===== src/hw/rtl/postfix_expression_evaluator_macros.svh =====
// Assertion macros for the postfix expression evaluator.
`ifndef POSTFIX_EXPRESSION_EVALUATOR_MACROS_SVH
`define POSTFIX_EXPRESSION_EVALUATOR_MACROS_SVH
`ifndef NO_ASSERTIONS
`define PEE_ASSERT_IMPL(label, clk, rst, prop) \
   label: assert property (@(posedge clk) disable iff (rst) prop) \
      else $error("assertion failed");
`define PEE_ASSERT_NEXT(label, clk, rst, pre, post) \
   label: assert property (@(posedge clk) disable iff (rst) (pre) |=> (post)) \
      else $error("assertion failed");
`else
`define PEE_ASSERT_IMPL(label, clk, rst, prop)
`define PEE_ASSERT_NEXT(label, clk, rst, pre, post)
`endif
`endif


===== src/hw/rtl/pee_pkg.sv =====
// ----------------------------------------------------------------------------
// pee_pkg
// Types and constants shared by the postfix expression evaluator modules.
// ----------------------------------------------------------------------------
`default_nettype none
package pee_pkg;
   typedef enum logic [2:0] {
      OP_PUSH = 3'd0,
      OP_ADD  = 3'd1,
      OP_SUB  = 3'd2,
      OP_MUL  = 3'd3,
      OP_DIV  = 3'd4,
      OP_POW  = 3'd5,
      OP_END  = 3'd6,
      OP_NONE = 3'd7
   } op_type;

   typedef struct packed {
      op_type     op;
      logic [3:0] digit;
   } cmd_type;

   localparam logic [1:0] ST_OK      = 2'd0;
   localparam logic [1:0] ST_EMPTY   = 2'd1;
   localparam logic [1:0] ST_FULL    = 2'd2;
   localparam logic [1:0] ST_DIVZERO = 2'd3;

   localparam logic [7:0] CH_ADD  = 8'h2B;
   localparam logic [7:0] CH_SUB  = 8'h2D;
   localparam logic [7:0] CH_MUL  = 8'h2A;
   localparam logic [7:0] CH_DIV  = 8'h2F;
   localparam logic [7:0] CH_POW  = 8'h5E;
   localparam logic [7:0] CH_ZERO = 8'h30;
   localparam logic [7:0] CH_NINE = 8'h39;

   localparam logic signed [31:0] Q_ONE = 32'sh0001_0000;
   localparam logic signed [31:0] Q_MAX = 32'sh7FFF_FFFF;
   localparam logic signed [31:0] Q_MIN = 32'sh8000_0000;

   // Saturate a 49-bit signed value to 32 bits.
   function automatic logic signed [31:0] sat49(input logic signed [48:0] v);
      logic signed [31:0] r;
      if (v > 49'sh0_7FFF_FFFF) begin
         r = Q_MAX;
      end else if (v < -49'sh0_8000_0000) begin
         r = Q_MIN;
      end else begin
         r = v[31:0];
      end
      return r;
   endfunction
endpackage
`default_nettype wire


===== src/hw/rtl/pee_front.sv =====
// ----------------------------------------------------------------------------
// pee_front
// Classifies input items into commands and puts all but unknown ones in a short queue.
// ----------------------------------------------------------------------------
`default_nettype none
module pee_front import pee_pkg::*; (
   input  wire logic       clock,
   input  wire logic       reset,
   input  wire logic       req_valid,
   output logic            req_stall,
   input  wire logic [7:0] req_symbol,
   input  wire logic       req_is_end,
   output logic            cmd_valid,
   input  wire logic       cmd_take,
   output cmd_type         cmd_data
);
   cmd_type    q_ff [4];
   logic [2:0] cnt_ff, cnt_in;
   logic [1:0] wp_ff, rp_ff;
   cmd_type    cls;
   logic       push, pop;

   always_comb begin
      cls.digit = 4'(req_symbol - CH_ZERO);
      cls.op    = OP_NONE;
      if (req_is_end) begin
         cls.op = OP_END;
      end else if (req_symbol >= CH_ZERO && req_symbol <= CH_NINE) begin
         cls.op = OP_PUSH;
      end else begin
         case (req_symbol)
            CH_ADD:  cls.op = OP_ADD;
            CH_SUB:  cls.op = OP_SUB;
            CH_MUL:  cls.op = OP_MUL;
            CH_DIV:  cls.op = OP_DIV;
            CH_POW:  cls.op = OP_POW;
            default: cls.op = OP_NONE;
         endcase
      end
   end

   assign req_stall = (cnt_ff == 3'd4);
   assign push      = req_valid && !req_stall && cls.op != OP_NONE;
   assign cmd_valid = (cnt_ff != 3'd0);
   assign pop       = cmd_valid && cmd_take;
   assign cmd_data  = q_ff[rp_ff];
   assign cnt_in    = cnt_ff + 3'(push) - 3'(pop);

   always_ff @(posedge clock) begin
      if (push) begin
         q_ff[wp_ff] <= cls;
      end
      if (reset) begin
         cnt_ff <= '0;
         wp_ff  <= '0;
         rp_ff  <= '0;
      end else begin
         cnt_ff <= cnt_in;
         wp_ff  <= wp_ff + 2'(push);
         rp_ff  <= rp_ff + 2'(pop);
      end
   end
endmodule
`default_nettype wire


===== src/hw/rtl/pee_alu.sv =====
// ----------------------------------------------------------------------------
// pee_alu
// Multi-cycle Q16.16 unit: add, subtract, multiply, divide and power.
// ----------------------------------------------------------------------------
`default_nettype none
module pee_alu import pee_pkg::*; (
   input  wire logic               clock,
   input  wire logic               reset,
   input  wire logic               start,
   input  op_type                  op,
   input  wire logic signed [31:0] a,
   input  wire logic signed [31:0] b,
   output logic                    done,
   output logic                    div_zero,
   output logic signed [31:0]      result
);
   typedef enum logic [6:0] {
      S_IDLE  = 7'b0000001,
      S_MUL1  = 7'b0000010,
      S_MUL2  = 7'b0000100,
      S_DIV   = 7'b0001000,
      S_DFIN  = 7'b0010000,
      S_PSTEP = 7'b0100000,
      S_DONE  = 7'b1000000
   } state_type;

   state_type state_ff, state_in;
   op_type    op_ff;
   logic signed [31:0] a_ff, r_ff, x_ff, y_ff;
   logic signed [63:0] prod_ff;
   logic [4:0]  bit_ff;
   logic        sq_ff, pneg_ff, dz_ff;
   logic [15:0] m_ff;
   logic [47:0] rem_ff, quo_ff;
   logic [5:0]  dcnt_ff;
   logic        qneg_ff;
   logic [31:0] dvs_ff;
   logic signed [63:0] prod;
   logic signed [48:0] fl;
   logic signed [31:0] mres, n;
   logic [48:0] trial;
   logic [47:0] dvd;
   logic signed [48:0] q49;

   assign prod  = 64'(x_ff) * 64'(y_ff);
   assign fl    = 49'(prod_ff >>> 16);
   assign mres  = sat49(fl);
   assign n     = b / 32'sd65536;
   assign trial = {rem_ff, quo_ff[47]} - {17'd0, dvs_ff};
   assign q49   = qneg_ff ? -$signed({1'b0, quo_ff}) : $signed({1'b0, quo_ff});
   assign dvd   = {a[31] ? 32'(-a) : 32'(a), 16'd0};
   assign done     = (state_ff == S_DONE);
   assign div_zero = dz_ff;
   assign result   = r_ff;

   always_comb begin
      state_in = state_ff;
      case (state_ff)
         S_IDLE:  if (start) begin
            case (op)
               OP_ADD, OP_SUB: state_in = S_DONE;
               OP_MUL:         state_in = S_MUL1;
               OP_DIV:         state_in = (b == 0) ? S_DONE : S_DIV;
               default:        state_in = S_MUL1;
            endcase
         end
         S_MUL1:  state_in = S_MUL2;
         S_MUL2: begin
            if (op_ff == OP_MUL) begin
               state_in = S_DONE;
            end else if (sq_ff || m_ff[bit_ff[3:0]]) begin
               state_in = S_PSTEP;
            end else begin
               state_in = S_PSTEP;
            end
         end
         S_PSTEP: state_in = S_MUL1;
         S_DIV:   state_in = (dcnt_ff == 6'd47) ? S_DFIN : S_DIV;
         S_DFIN:  state_in = S_DONE;
         S_DONE:  state_in = S_IDLE;
         default: state_in = S_IDLE;
      endcase
   end

   always_ff @(posedge clock) begin
      case (state_ff)
         S_IDLE: if (start) begin
            op_ff <= op;
            a_ff  <= a;
            dz_ff <= 1'b0;
            case (op)
               OP_ADD:  r_ff <= sat49(49'(a) + 49'(b));
               OP_SUB:  r_ff <= sat49(49'(a) - 49'(b));
               OP_MUL: begin
                  x_ff <= a;
                  y_ff <= b;
               end
               OP_DIV: begin
                  dz_ff   <= (b == 0);
                  qneg_ff <= a[31] ^ b[31];
                  dvs_ff  <= b[31] ? 32'(-b) : 32'(b);
                  rem_ff  <= '0;
                  quo_ff  <= dvd;
                  dcnt_ff <= '0;
               end
               default: begin
                  pneg_ff <= n[31];
                  m_ff    <= n[31] ? 16'(-n) : 16'(n);
                  r_ff    <= Q_ONE;
                  x_ff    <= Q_ONE;
                  y_ff    <= Q_ONE;
                  bit_ff  <= 5'd15;
                  sq_ff   <= 1'b1;
               end
            endcase
         end
         S_MUL1: prod_ff <= prod;
         S_MUL2: begin
            if (op_ff == OP_MUL) begin
               r_ff <= mres;
            end else begin
               r_ff <= mres;
            end
         end
         S_PSTEP: begin
            // Power: squaring step, then optional multiply by the base.
            if (sq_ff && m_ff[bit_ff[3:0]]) begin
               sq_ff <= 1'b0;
               x_ff  <= r_ff;
               y_ff  <= a_ff;
            end else if (bit_ff != 5'd0) begin
               sq_ff  <= 1'b1;
               bit_ff <= bit_ff - 5'd1;
               x_ff   <= r_ff;
               y_ff   <= r_ff;
            end else begin
               bit_ff <= 5'd31;
            end
         end
         S_DIV: begin
            if (!trial[48]) begin
               rem_ff <= trial[47:0];
               quo_ff <= {quo_ff[46:0], 1'b1};
            end else begin
               rem_ff <= {rem_ff[46:0], quo_ff[47]};
               quo_ff <= {quo_ff[46:0], 1'b0};
            end
            dcnt_ff <= dcnt_ff + 6'd1;
         end
         S_DFIN: r_ff <= sat49(q49);
         default: ;
      endcase
      if (reset) begin
         state_ff <= S_IDLE;
      end else if (state_ff == S_PSTEP && bit_ff == 5'd0 &&
                   !(sq_ff && m_ff[0])) begin
         if (pneg_ff) begin
            if (r_ff == 0) begin
               dz_ff    <= 1'b1;
               state_ff <= S_DONE;
            end else begin
               qneg_ff  <= r_ff[31];
               dvs_ff   <= r_ff[31] ? 32'(-r_ff) : 32'(r_ff);
               rem_ff   <= '0;
               quo_ff   <= {Q_ONE, 16'd0};
               dcnt_ff  <= '0;
               state_ff <= S_DIV;
            end
         end else begin
            state_ff <= S_DONE;
         end
      end else begin
         state_ff <= state_in;
      end
   end
endmodule
`default_nettype wire


===== src/hw/rtl/pee_back.sv =====
// ----------------------------------------------------------------------------
// pee_back
// Executes queued commands against the operand stack and emits results.
// ----------------------------------------------------------------------------
`default_nettype none
module pee_back import pee_pkg::*; #(
   parameter int STACK_DEPTH = 16
) (
   input  wire logic          clock,
   input  wire logic          reset,
   input  wire logic          cmd_valid,
   output logic               cmd_take,
   input  cmd_type            cmd_data,
   output logic               rsp_valid,
   input  wire logic          rsp_stall,
   output logic signed [31:0] rsp_value,
   output logic [1:0]         rsp_status
);
   localparam int AW = (STACK_DEPTH > 1) ? $clog2(STACK_DEPTH) : 1;
   localparam int CW = $clog2(STACK_DEPTH + 1);

   typedef enum logic [3:0] {
      B_IDLE = 4'b0001,
      B_RD   = 4'b0010,
      B_EXEC = 4'b0100,
      B_WAIT = 4'b1000
   } bstate_type;

   bstate_type state_ff;
   logic signed [31:0] mem [STACK_DEPTH];
   logic signed [31:0] top_ff, sec_ff;
   logic [CW-1:0] cnt_ff;
   logic [1:0]    err_ff;
   op_type        op_ff;
   logic          out_v_ff;
   logic signed [31:0] out_val_ff;
   logic [1:0]    out_st_ff;
   logic          alu_start, alu_done, alu_dz;
   logic signed [31:0] alu_res;
   logic [AW-1:0] rd_top, rd_sec, wr_a;
   logic          wr_en;
   logic signed [31:0] wr_d;
   logic          accept;

   pee_alu u_alu (
      .clock(clock), .reset(reset), .start(alu_start), .op(op_ff),
      .a(sec_ff), .b(top_ff), .done(alu_done), .div_zero(alu_dz), .result(alu_res)
   );

   assign rsp_valid  = out_v_ff;
   assign rsp_value  = out_val_ff;
   assign rsp_status = out_st_ff;
   assign accept     = (state_ff == B_IDLE) && cmd_valid &&
                       !(cmd_data.op == OP_END && out_v_ff && rsp_stall);
   assign cmd_take   = accept;
   assign rd_top     = AW'(cnt_ff - CW'(1));
   assign rd_sec     = AW'(cnt_ff - CW'(2));
   assign alu_start  = (state_ff == B_EXEC);

   always_comb begin
      wr_en = 1'b0;
      wr_a  = rd_sec;
      wr_d  = alu_res;
      if (accept && cmd_data.op == OP_PUSH && err_ff == ST_OK &&
          cnt_ff < CW'(STACK_DEPTH)) begin
         wr_en = 1'b1;
         wr_a  = AW'(cnt_ff);
         wr_d  = {12'd0, cmd_data.digit, 16'd0};
      end else if (state_ff == B_WAIT && alu_done && !alu_dz) begin
         wr_en = 1'b1;
      end
   end

   always_ff @(posedge clock) begin
      if (wr_en) begin
         mem[wr_a] <= wr_d;
      end
      if (state_ff == B_RD) begin
         top_ff <= mem[rd_top];
         sec_ff <= mem[rd_sec];
      end
   end

   always_ff @(posedge clock) begin
      if (accept && cmd_data.op == OP_END) begin
         out_val_ff <= (err_ff == ST_OK && cnt_ff != '0) ? mem[rd_top] : '0;
         out_st_ff  <= (err_ff != ST_OK) ? err_ff :
                       ((cnt_ff == '0) ? ST_EMPTY : ST_OK);
      end
      if (reset) begin
         state_ff <= B_IDLE;
         cnt_ff   <= '0;
         err_ff   <= ST_OK;
         out_v_ff <= 1'b0;
      end else begin
         if (out_v_ff && !rsp_stall) begin
            out_v_ff <= 1'b0;
         end
         case (state_ff)
            B_IDLE: if (accept) begin
               op_ff <= cmd_data.op;
               case (cmd_data.op)
                  OP_END: begin
                     out_v_ff <= 1'b1;
                     cnt_ff   <= '0;
                     err_ff   <= ST_OK;
                  end
                  OP_PUSH: if (err_ff == ST_OK) begin
                     if (cnt_ff < CW'(STACK_DEPTH)) begin
                        cnt_ff <= cnt_ff + CW'(1);
                     end else begin
                        err_ff <= ST_FULL;
                     end
                  end
                  OP_NONE: ;
                  default: if (err_ff == ST_OK) begin
                     if (cnt_ff < CW'(2)) begin
                        err_ff <= ST_EMPTY;
                     end else begin
                        state_ff <= B_RD;
                     end
                  end
               endcase
            end
            B_RD:   state_ff <= B_EXEC;
            B_EXEC: state_ff <= B_WAIT;
            B_WAIT: if (alu_done) begin
               state_ff <= B_IDLE;
               if (alu_dz) begin
                  err_ff <= ST_DIVZERO;
               end else begin
                  cnt_ff <= cnt_ff - CW'(1);
               end
            end
            default: state_ff <= B_IDLE;
         endcase
      end
   end
endmodule
`default_nettype wire


===== src/hw/rtl/postfix_expression_evaluator.sv =====
// An item is registered in a four-entry queue, so the back part can take it in the cycle after it is
// written at the earliest, and an end marker's result is registered and valid in the cycle after that.
// The back part handles a digit or end marker in its idle state; an operator passes through its read,
// execute and wait states while the ALU works. A power does 16 to 32 squarings or multiplies, and
// a negative exponent adds a reciprocal divide. The input stalls only when the queue is full.
// Synchronous active-high reset empties the queue, the stack and the error state.
// ----------------------------------------------------------------------------
// postfix_expression_evaluator
// Evaluates postfix Q16.16 expressions one character item at a time.
// ----------------------------------------------------------------------------
`default_nettype none
`include "postfix_expression_evaluator_macros.svh"
module postfix_expression_evaluator import pee_pkg::*; #(
   parameter int STACK_DEPTH = 16
) (
   input  wire logic          clock,
   input  wire logic          reset,
   input  wire logic          req_valid,
   output logic               req_stall,
   input  wire logic [7:0]    req_symbol,
   input  wire logic          req_is_end,
   output logic               rsp_valid,
   input  wire logic          rsp_stall,
   output logic signed [31:0] rsp_value,
   output logic [1:0]         rsp_status
);
   logic    cmd_valid, cmd_take;
   cmd_type cmd_data;

   pee_front u_front (
      .clock(clock), .reset(reset), .req_valid(req_valid), .req_stall(req_stall),
      .req_symbol(req_symbol), .req_is_end(req_is_end),
      .cmd_valid(cmd_valid), .cmd_take(cmd_take), .cmd_data(cmd_data)
   );

   pee_back #(.STACK_DEPTH(STACK_DEPTH)) u_back (
      .clock(clock), .reset(reset), .cmd_valid(cmd_valid), .cmd_take(cmd_take),
      .cmd_data(cmd_data), .rsp_valid(rsp_valid), .rsp_stall(rsp_stall),
      .rsp_value(rsp_value), .rsp_status(rsp_status)
   );

   `PEE_ASSERT_NEXT(a_rsp_hold, clock, reset, rsp_valid && rsp_stall, rsp_valid && $stable(rsp_value))
   `PEE_ASSERT_IMPL(a_take_valid, clock, reset, cmd_take |-> cmd_valid)
   `PEE_ASSERT_IMPL(a_err_value_zero, clock, reset, rsp_valid && rsp_status != ST_OK |-> rsp_value == 0)
endmodule
`default_nettype wire

===== config.mk =====
export PLATFORM = sky130hd
export DESIGN_NAME = postfix_expression_evaluator
export DESIGN_NICKNAME = d
export VERILOG_FILES = /design/src/hw/rtl/pee_pkg.sv /design/src/hw/rtl/pee_front.sv /design/src/hw/rtl/pee_alu.sv /design/src/hw/rtl/pee_back.sv /design/src/hw/rtl/postfix_expression_evaluator.sv
export VERILOG_INCLUDE_DIRS = /design/src /design/src/hw/rtl
export SDC_FILE = /design/constraint.sdc
export NUM_CORES = 2
export LEC_CHECK = 0
export BUFFER_PORTS_ARGS = -buffer_cell sky130_fd_sc_hd__buf_2
export CAP_MARGIN = 20
export CORE_MARGIN = 3
export CORE_UTILIZATION = 60
export CTS_CLUSTER_DIAMETER = 50
export DETAILED_ROUTE_END_ITERATION = 6
export PLACE_DENSITY_LB_ADDON = 0.2
export REMOVE_ABC_BUFFERS = 1
export SLEW_MARGIN = 20
export SYNTH_ARGS = -nofsm -noshare
export SYNTH_HDL_FRONTEND = slang
export SYNTH_SLANG_ARGS = --single-unit

===== constraint.sdc =====
create_clock -name clock -period 17.9 [get_ports clock]
set_input_delay 1.79 -clock clock [delete_from_list [all_inputs] [get_ports clock]]
set_output_delay 1.79 -clock clock [all_outputs]
set_load 0.02 [all_outputs]

After elaboration in Yosys (flattened, before gate mapping)
Memory sizes are Yosys's and may differ from the RTL's. A register that Yosys moved wholly into a read port is not among the register bits.
Index checks and enable logic that the tools add are counted.
{"block": "totals", "regBits": 449, "ramBits": 540, "in_bits": 13, "elab_cells": 298, "memories": 2}
{"memory": "u_back.mem", "words": 16, "word_bits": 32, "rd": 2, "rd_ports_with_merged_regs": 1, "wr": 1, "line": "pee_back.sv:30", "source": "logic signed [31:0] mem [STACK_DEPTH];"}
{"memory": "u_front.q_ff", "words": 4, "word_bits": 7, "rd": 1, "rd_ports_with_merged_regs": 1, "wr": 1, "line": "pee_front.sv:17", "source": "cmd_type q_ff [4];"}
{"block": "classes", "addsub": 19, "n_mul": 1, "n_lt_le_gt_ge": 13, "n_eq_ne": 47, "n_mux": 130, "n_bitwise": 4, "reduce_logical": 54}
{"operator": "$mux 32", "count": 25}
{"operator": "$mux 48", "count": 13}
{"operator": "$pmux 32 s2", "count": 4}
{"operator": "$pmux 32 s3", "count": 2}
{"operator": "$pmux 48 s2", "count": 2}
{"operator": "$neg 32->32", "count": 3}
{"operator": "$gt 33x32->1 const B", "count": 2}
{"operator": "$lt 33x32->1 const B", "count": 2}
{"operator": "$logic_not 32->1", "count": 2}
{"operator": "$mul 32x32->64", "count": 1}
{"operator": "$mux 5", "count": 10}
{"operator": "$gt 49x32->1 const B", "count": 1}
{"operator": "$lt 49x32->1 const B", "count": 1}
{"operator": "$mux 49", "count": 1}
{"operator": "$neg 48->49", "count": 1}
{"operator": "$sub 49x32->49", "count": 1}
{"operator": "$gt 48x32->1 const B", "count": 1}
{"operator": "$lt 48x32->1 const B", "count": 1}
{"operator": "$mux 7", "count": 6}
{"operator": "$pmux 7 s6", "count": 1}
{"operator": "$mux 6", "count": 6}
{"operator": "$add 32x32->33", "count": 1}
{"operator": "$sub 32x32->33", "count": 1}
{"operator": "$add 32x1->32", "count": 1}
{"operator": "other kinds (71)", "count": 179}

Longest topological paths before layout
{"block": "logic_depth", "word_depth": 11, "mapped_depth": 29, "ltp_nobuf": 28}

Modules after synthesis
Synthesis repeated with hierarchy kept, for this count alone.
{"block": "unflattened", "hier_cells": 7960, "area_unflattened_um2": 88949.1}
{"module": "pee_alu", "instances": 1, "cells_per_inst": 6631, "area_each_um2": 59894.9, "seq_area_each_um2": 8928.6}
{"module": "pee_back", "instances": 1, "cells_per_inst": 1229, "area_each_um2": 27505.1, "seq_area_each_um2": 18647.9}
{"module": "pee_front", "instances": 1, "cells_per_inst": 100, "area_each_um2": 1549.0, "seq_area_each_um2": 980.9}

Worst setup path before layout
Ideal clock, no wire load.
{"block": "synth_path", "path_type": "register to register", "start": "reg u_back.u_alu.x_ff[31]", "end": "reg u_back.u_alu.prod_ff[63] (data pin)", "setup_ps": 260, "arrival_ps": 7600, "required_time_ps": 17640, "slack_ps": 10040, "path_stages_with_launch": 25, "cell_sequence": "edfxtp_1 -> clkbuf_1 -> nand2_1 -> inv_1 -> fa_1 -> fa_1 -> fa_1 -> fa_1 -> inv_1 -> fa_1 -> inv_1 -> fa_1 -> fa_1 -> fa_1 -> ha_1 -> a21o_1 -> a21o_1 -> a21oi_1 -> nand2_1 -> a211oi_1 -> o31ai_1 -> a211oi_1 -> a21oi_1 -> a21oi_1 -> xnor2_1"}
{"block": "synth_via", "elab_chain_cells": 1}
{"element": "start, declared", "line": "pee_alu.sv:29", "source": "logic signed [31:0] a_ff, r_ff, x_ff, y_ff;"}
{"element": "start signal, assigned", "line": "pee_alu.sv:129", "source": "x_ff <= r_ff;"}
{"element": "start signal, assigned", "line": "pee_alu.sv:134", "source": "x_ff <= r_ff;"}
{"element": "$mul 32x32->64", "line": "pee_alu.sv:45", "source": "assign prod = 64'(x_ff) * 64'(y_ff);"}
{"element": "net u_back.u_alu.prod[63]", "line": "pee_alu.sv:38", "source": "logic signed [63:0] prod;"}
{"element": "end signal, assigned", "line": "pee_alu.sv:117", "source": "S_MUL1: prod_ff <= prod;"}
{"element": "end, declared", "line": "pee_alu.sv:30", "source": "logic signed [63:0] prod_ff;"}
The timed path passes the listed nets, and every way through them passes these cells.
A chain may end at the register's enable or synchronous reset.

Worst setup path in the final report
{"block": "layout_path", "start": "reg u_back.u_alu.y_ff[6]", "end": "reg u_back.u_alu.prod_ff[63] (data pin)"}
{"block": "layout_via", "elab_chain_cells": 1}
{"element": "start, declared", "line": "pee_alu.sv:29"}
{"element": "start signal, assigned", "line": "pee_alu.sv:135", "source": "y_ff <= r_ff;"}
{"element": "$mul 32x32->64", "line": "pee_alu.sv:45"}
{"element": "net u_back.u_alu.prod[63]", "line": "pee_alu.sv:38"}
The timed path passes the listed nets, and every way through them passes these cells.

==> flow_metrics.env <==
export IMPL_port_buffer_count=48
export IMPL_viasPerCell=6.363
export IMPL_insertion_delay_ps=760
export IMPL_tns_ps=0
export IMPL_yosys_area_top_type="edfxtp_1"
export IMPL_hp_class="reg2reg"
export IMPL_status="completed"
export IMPL_drive_gt1_share_pct=10.32
export IMPL_row_count=139
export IMPL_path_clk_slew_ps=60
export IMPL_dp_final_hpwl_mm=182.8
export IMPL_grt_first_pass_wirelength_mm=397.5
export IMPL_synth_area_sq_mm=0.08762
export IMPL_startpoint_type="flop"
export IMPL_grt_util_all_layers_pct=35.04
export IMPL_relSlewSlack_pct=19.38
export IMPL_drt_iter0_drc=6489
export IMPL_grt_max_degree=119
export IMPL_post_cts_resized=0
export IMPL_powerDensity_mw_per_mm2=74.28
export IMPL_fin_nets=9023
export IMPL_finalWeightedCongestion=0.9778
export IMPL_seq_area_frac_synth_pct=32.59
export IMPL_leakagePower_uw=0.03756
export IMPL_cts_tree="yes"
export IMPL_cts_made_buffers=118
export IMPL_synth_area_leaders="edfxtp_1 (29%), fa_1 (25%), mux4_2 (8.5%)"
export IMPL_hold_viol_final=0
export IMPL_cts_setup_buffers=0
export IMPL_grt_antenna_before_repair=27
export IMPL_synth_warnings=0
export IMPL_core_area_sq_mm=0.1444
export IMPL_setup_violations=0
export IMPL_num_io_pins=49
export IMPL_ctsHoldBuffers=0
export IMPL_rsz0062_at_grt="false"
export IMPL_synth_top_area_share_pct=28.89
export IMPL_root_buffer="clkbuf_16"
export IMPL_worst_pin_slew_ps=1194
export IMPL_placed_area_sq_mm=0.08981
export IMPL_clock_skew_ps=65.23
export IMPL_grt_overflow=0
export IMPL_ys_types=89
export IMPL_grt_pass1_vias=64000
export IMPL_start_util_pct=60.70
export IMPL_worst_ep_arrival_time_ps=9910
export IMPL_finish_instance_area_sq_mm=0.09386
export IMPL_die_area_sq_mm=0.1507
export IMPL_area_growth_pct=7.120
export IMPL_clkSinkCount=1005
export IMPL_finalCritPeriodShare_pct=52.81
export IMPL_irDropWorstVdd_v=0.0001482
export IMPL_max_freq_mhz=105.8
export IMPL_die_x_um=388.2
export IMPL_critPathCaptureType="flop"
export IMPL_synth_avg_cell_area_sq_um=11.25
export IMPL_die_height_um=388.2
export IMPL_crit_required_ps=18360
export IMPL_drc=0
export IMPL_worstSetupPathType="reg2reg"
export IMPL_drt_antenna_violating_nets=0
export IMPL_firstDrtPassIters=6
export IMPL_h_tree_depth=3
export IMPL_nFillCells=11080
export IMPL_postSynthCellCount=7789
export IMPL_vias=61340
export IMPL_maxCapViolations=0
export IMPL_critPathMaxFanout=18
export IMPL_finalCriticalPeriod_ps=9454
export IMPL_routed_wl_mm=257.7
export IMPL_ctsLongestPathBuffers=3
export IMPL_synth_seq_cells=1005
export IMPL_drv_slew=0
export IMPL_async_flop_share_pct=0
export IMPL_routedWlPerCell_um=26.73
export IMPL_synth_ff_type="edfxtp_1"
export IMPL_synth_edff_count=843
==> through the flow <==
step / hold slack, ps / util, % / std cells / worst slack, ps / total power [uW]
after floorplan: 436.8 / - / 7326 / 2402 / 4248
after global placement: 461.4 / 62.20 / 9409 / 8522 / 4514
after detailed placement: 477.9 / 62.22 / 9411 / 8609 / 4549
after CTS: 489.3 / 65.00 / 9635 / 8544 / 6994
after global routing: 509.9 / 65.02 / 9636 / 7909 / 7194
final: 484.9 / 65.02 / 9640 / 8446 / 6972
==> routing by layer <==
layer / part of all wire (%) / up-vias / global-route usage [%]
met2: 47 / 3227 / 55.85
met1: 37 / 31440 / 46.48
met3: 9.4 / 685 / 6.592
met4: 6.1 / 12 / 17.71
li1: - / 25980 / -
met5: 0.030 / - / 0
==> placed cells by master, fill, tap and decap left out, types with 113 or more instances in the layout <==
cell type	netlist	final
edfxtp_1	843	843
xor2_1	114	113
clkbuf_16	0	120
and2_1	585	582
ha_1	296	294
xnor2_1	182	180
a21oi_1	249	248
inv_1	1073	1072
mux4_2	329	329
buf_4	1	130
nor2_1	289	270
fa_1	1085	1085
dfxtp_1	162	159
nand2_1	819	816
nand3_1	146	146
o21ai_0	212	210
==> synthesized netlist by cell type (all sizes together) (10+ instances only) <==
| library cell | n |
|---|---|
| or4 | 32 |
| and3 | 24 |
| and2 | 585 |
| nand3b | 16 |
| buf | 40 |
| dfxtp | 162 |
| mux2i | 43 |
| o221ai | 16 |
| nand3 | 146 |
| a22oi | 23 |
| clkbuf | 423 |
| o21bai | 17 |
| o21ai | 215 |
| nand2b | 29 |
| o21a | 17 |
| a31o | 10 |
| nand4 | 41 |
| nor3 | 80 |
| nor2 | 289 |
| a211oi | 46 |
| a221oi | 35 |
| mux4 | 329 |
| or2 | 12 |
| nor2b | 49 |
| edfxtp | 843 |
| o31ai | 52 |
| nor4 | 38 |
| a21oi | 249 |
| inv | 1073 |
| a31oi | 37 |
| nand2 | 819 |
| o22ai | 38 |
| xor2 | 114 |
| ha | 296 |
| fa | 1085 |
| o211ai | 40 |
| a21o | 57 |
| xnor2 | 182 |
| or3 | 31 |
| o41ai | 28 |
==> flip-flops by register name, indices dropped and copies added (netlist names), 3 cells and up <==
register	flops
u_back.cnt_ff	5
u_back.mem	512
u_back.op_ff	3
u_back.rsp_value	32
u_back.sec_ff	32
u_back.state_ff	4
u_back.top_ff	32
u_back.u_alu.a_ff	32
u_back.u_alu.bit_ff	5
u_back.u_alu.dcnt_ff	6
u_back.u_alu.dvs_ff	32
u_back.u_alu.m_ff	16
u_back.u_alu.op_ff	3
u_back.u_alu.prod_ff	48
u_back.u_alu.quo_ff	48
u_back.u_alu.rem_ff	48
u_back.u_alu.result	32
u_back.u_alu.state_ff	7
u_back.u_alu.x_ff	32
u_back.u_alu.y_ff	32
u_front.cnt_ff	3
u_front.q_ff	28
==> critical path, stage by stage (launching register included) <==
cell and delay [ps]:
edfxtp_1 890, nand2_1 230, inv_1 140, fa_1 430, inv_1 260, fa_1 460, inv_1 230, fa_1 500
fa_1 830, inv_1 400, fa_1 590, inv_1 60, fa_1 580, fa_1 450, fa_1 470, ha_1 340
a21o_1 180, a21o_1 170, a21oi_1 180, nand2_1 90, a211oi_1 590, o31ai_1 290, a211oi_1 350, a21oi_1 150
a21oi_1 200, xnor2_1 80
==> report_power, final <==
part	switching [uW]	leakage [uW]	internal [uW]
Combinational	978	0.0267	780
Sequential	84.5	0.00894	2680
Clock	1050	0.00193	1400
==> cell families (layout without fill, tap and decap cells) <==
logic type                 after synthesis  after routing  synth area share (%)
DFF                                   1005           1005                 32.59
other                                    0              4                     0
AOI/OAI and AO/OA                      966            966                 7.168
and+or+nand+nor                       2227           2227                 12.65
xor gates and xnor gates               296            296                 2.959
adders and majority gates             1381           1381                 29.02
muxes                                  377            377                 9.012
buffers and inverters                 1537           1481                 6.603
==> path summary, 6_finish.rpt <==
check / cells after the start / start / slack (ps) / to
worst max register to register: 25 / u_back.u_alu.y_ff[6] / 8450 / u_back.u_alu.prod_ff[63]
worst max-delay path: 25 / u_back.u_alu.y_ff[6] / 8450 / u_back.u_alu.prod_ff[63]
worst min-delay path: 2 / u_back.u_alu.rem_ff[17] / 480 / u_back.u_alu.rem_ff[17]
worst min register to register: 2 / u_back.u_alu.rem_ff[17] / 480 / u_back.u_alu.rem_ff[17]
==> final cells by class <==
cell class | count | area (sq um) | area share, %
tap | 1903 | 2381 | 2.537
antenna | 4 | 10.01 | 0.01066
inverter | 1074 | 4031 | 4.295
timing repair buffer | 183 | 1301 | 1.386
clock inverter | 77 | 865.8 | 0.9225
clock buffer | 147 | 3154 | 3.361
sequential | 1005 | 28570 | 30.43
multi-input combinational | 5247 | 53550 | 57.05
Power figures use the tool's default switching activity.
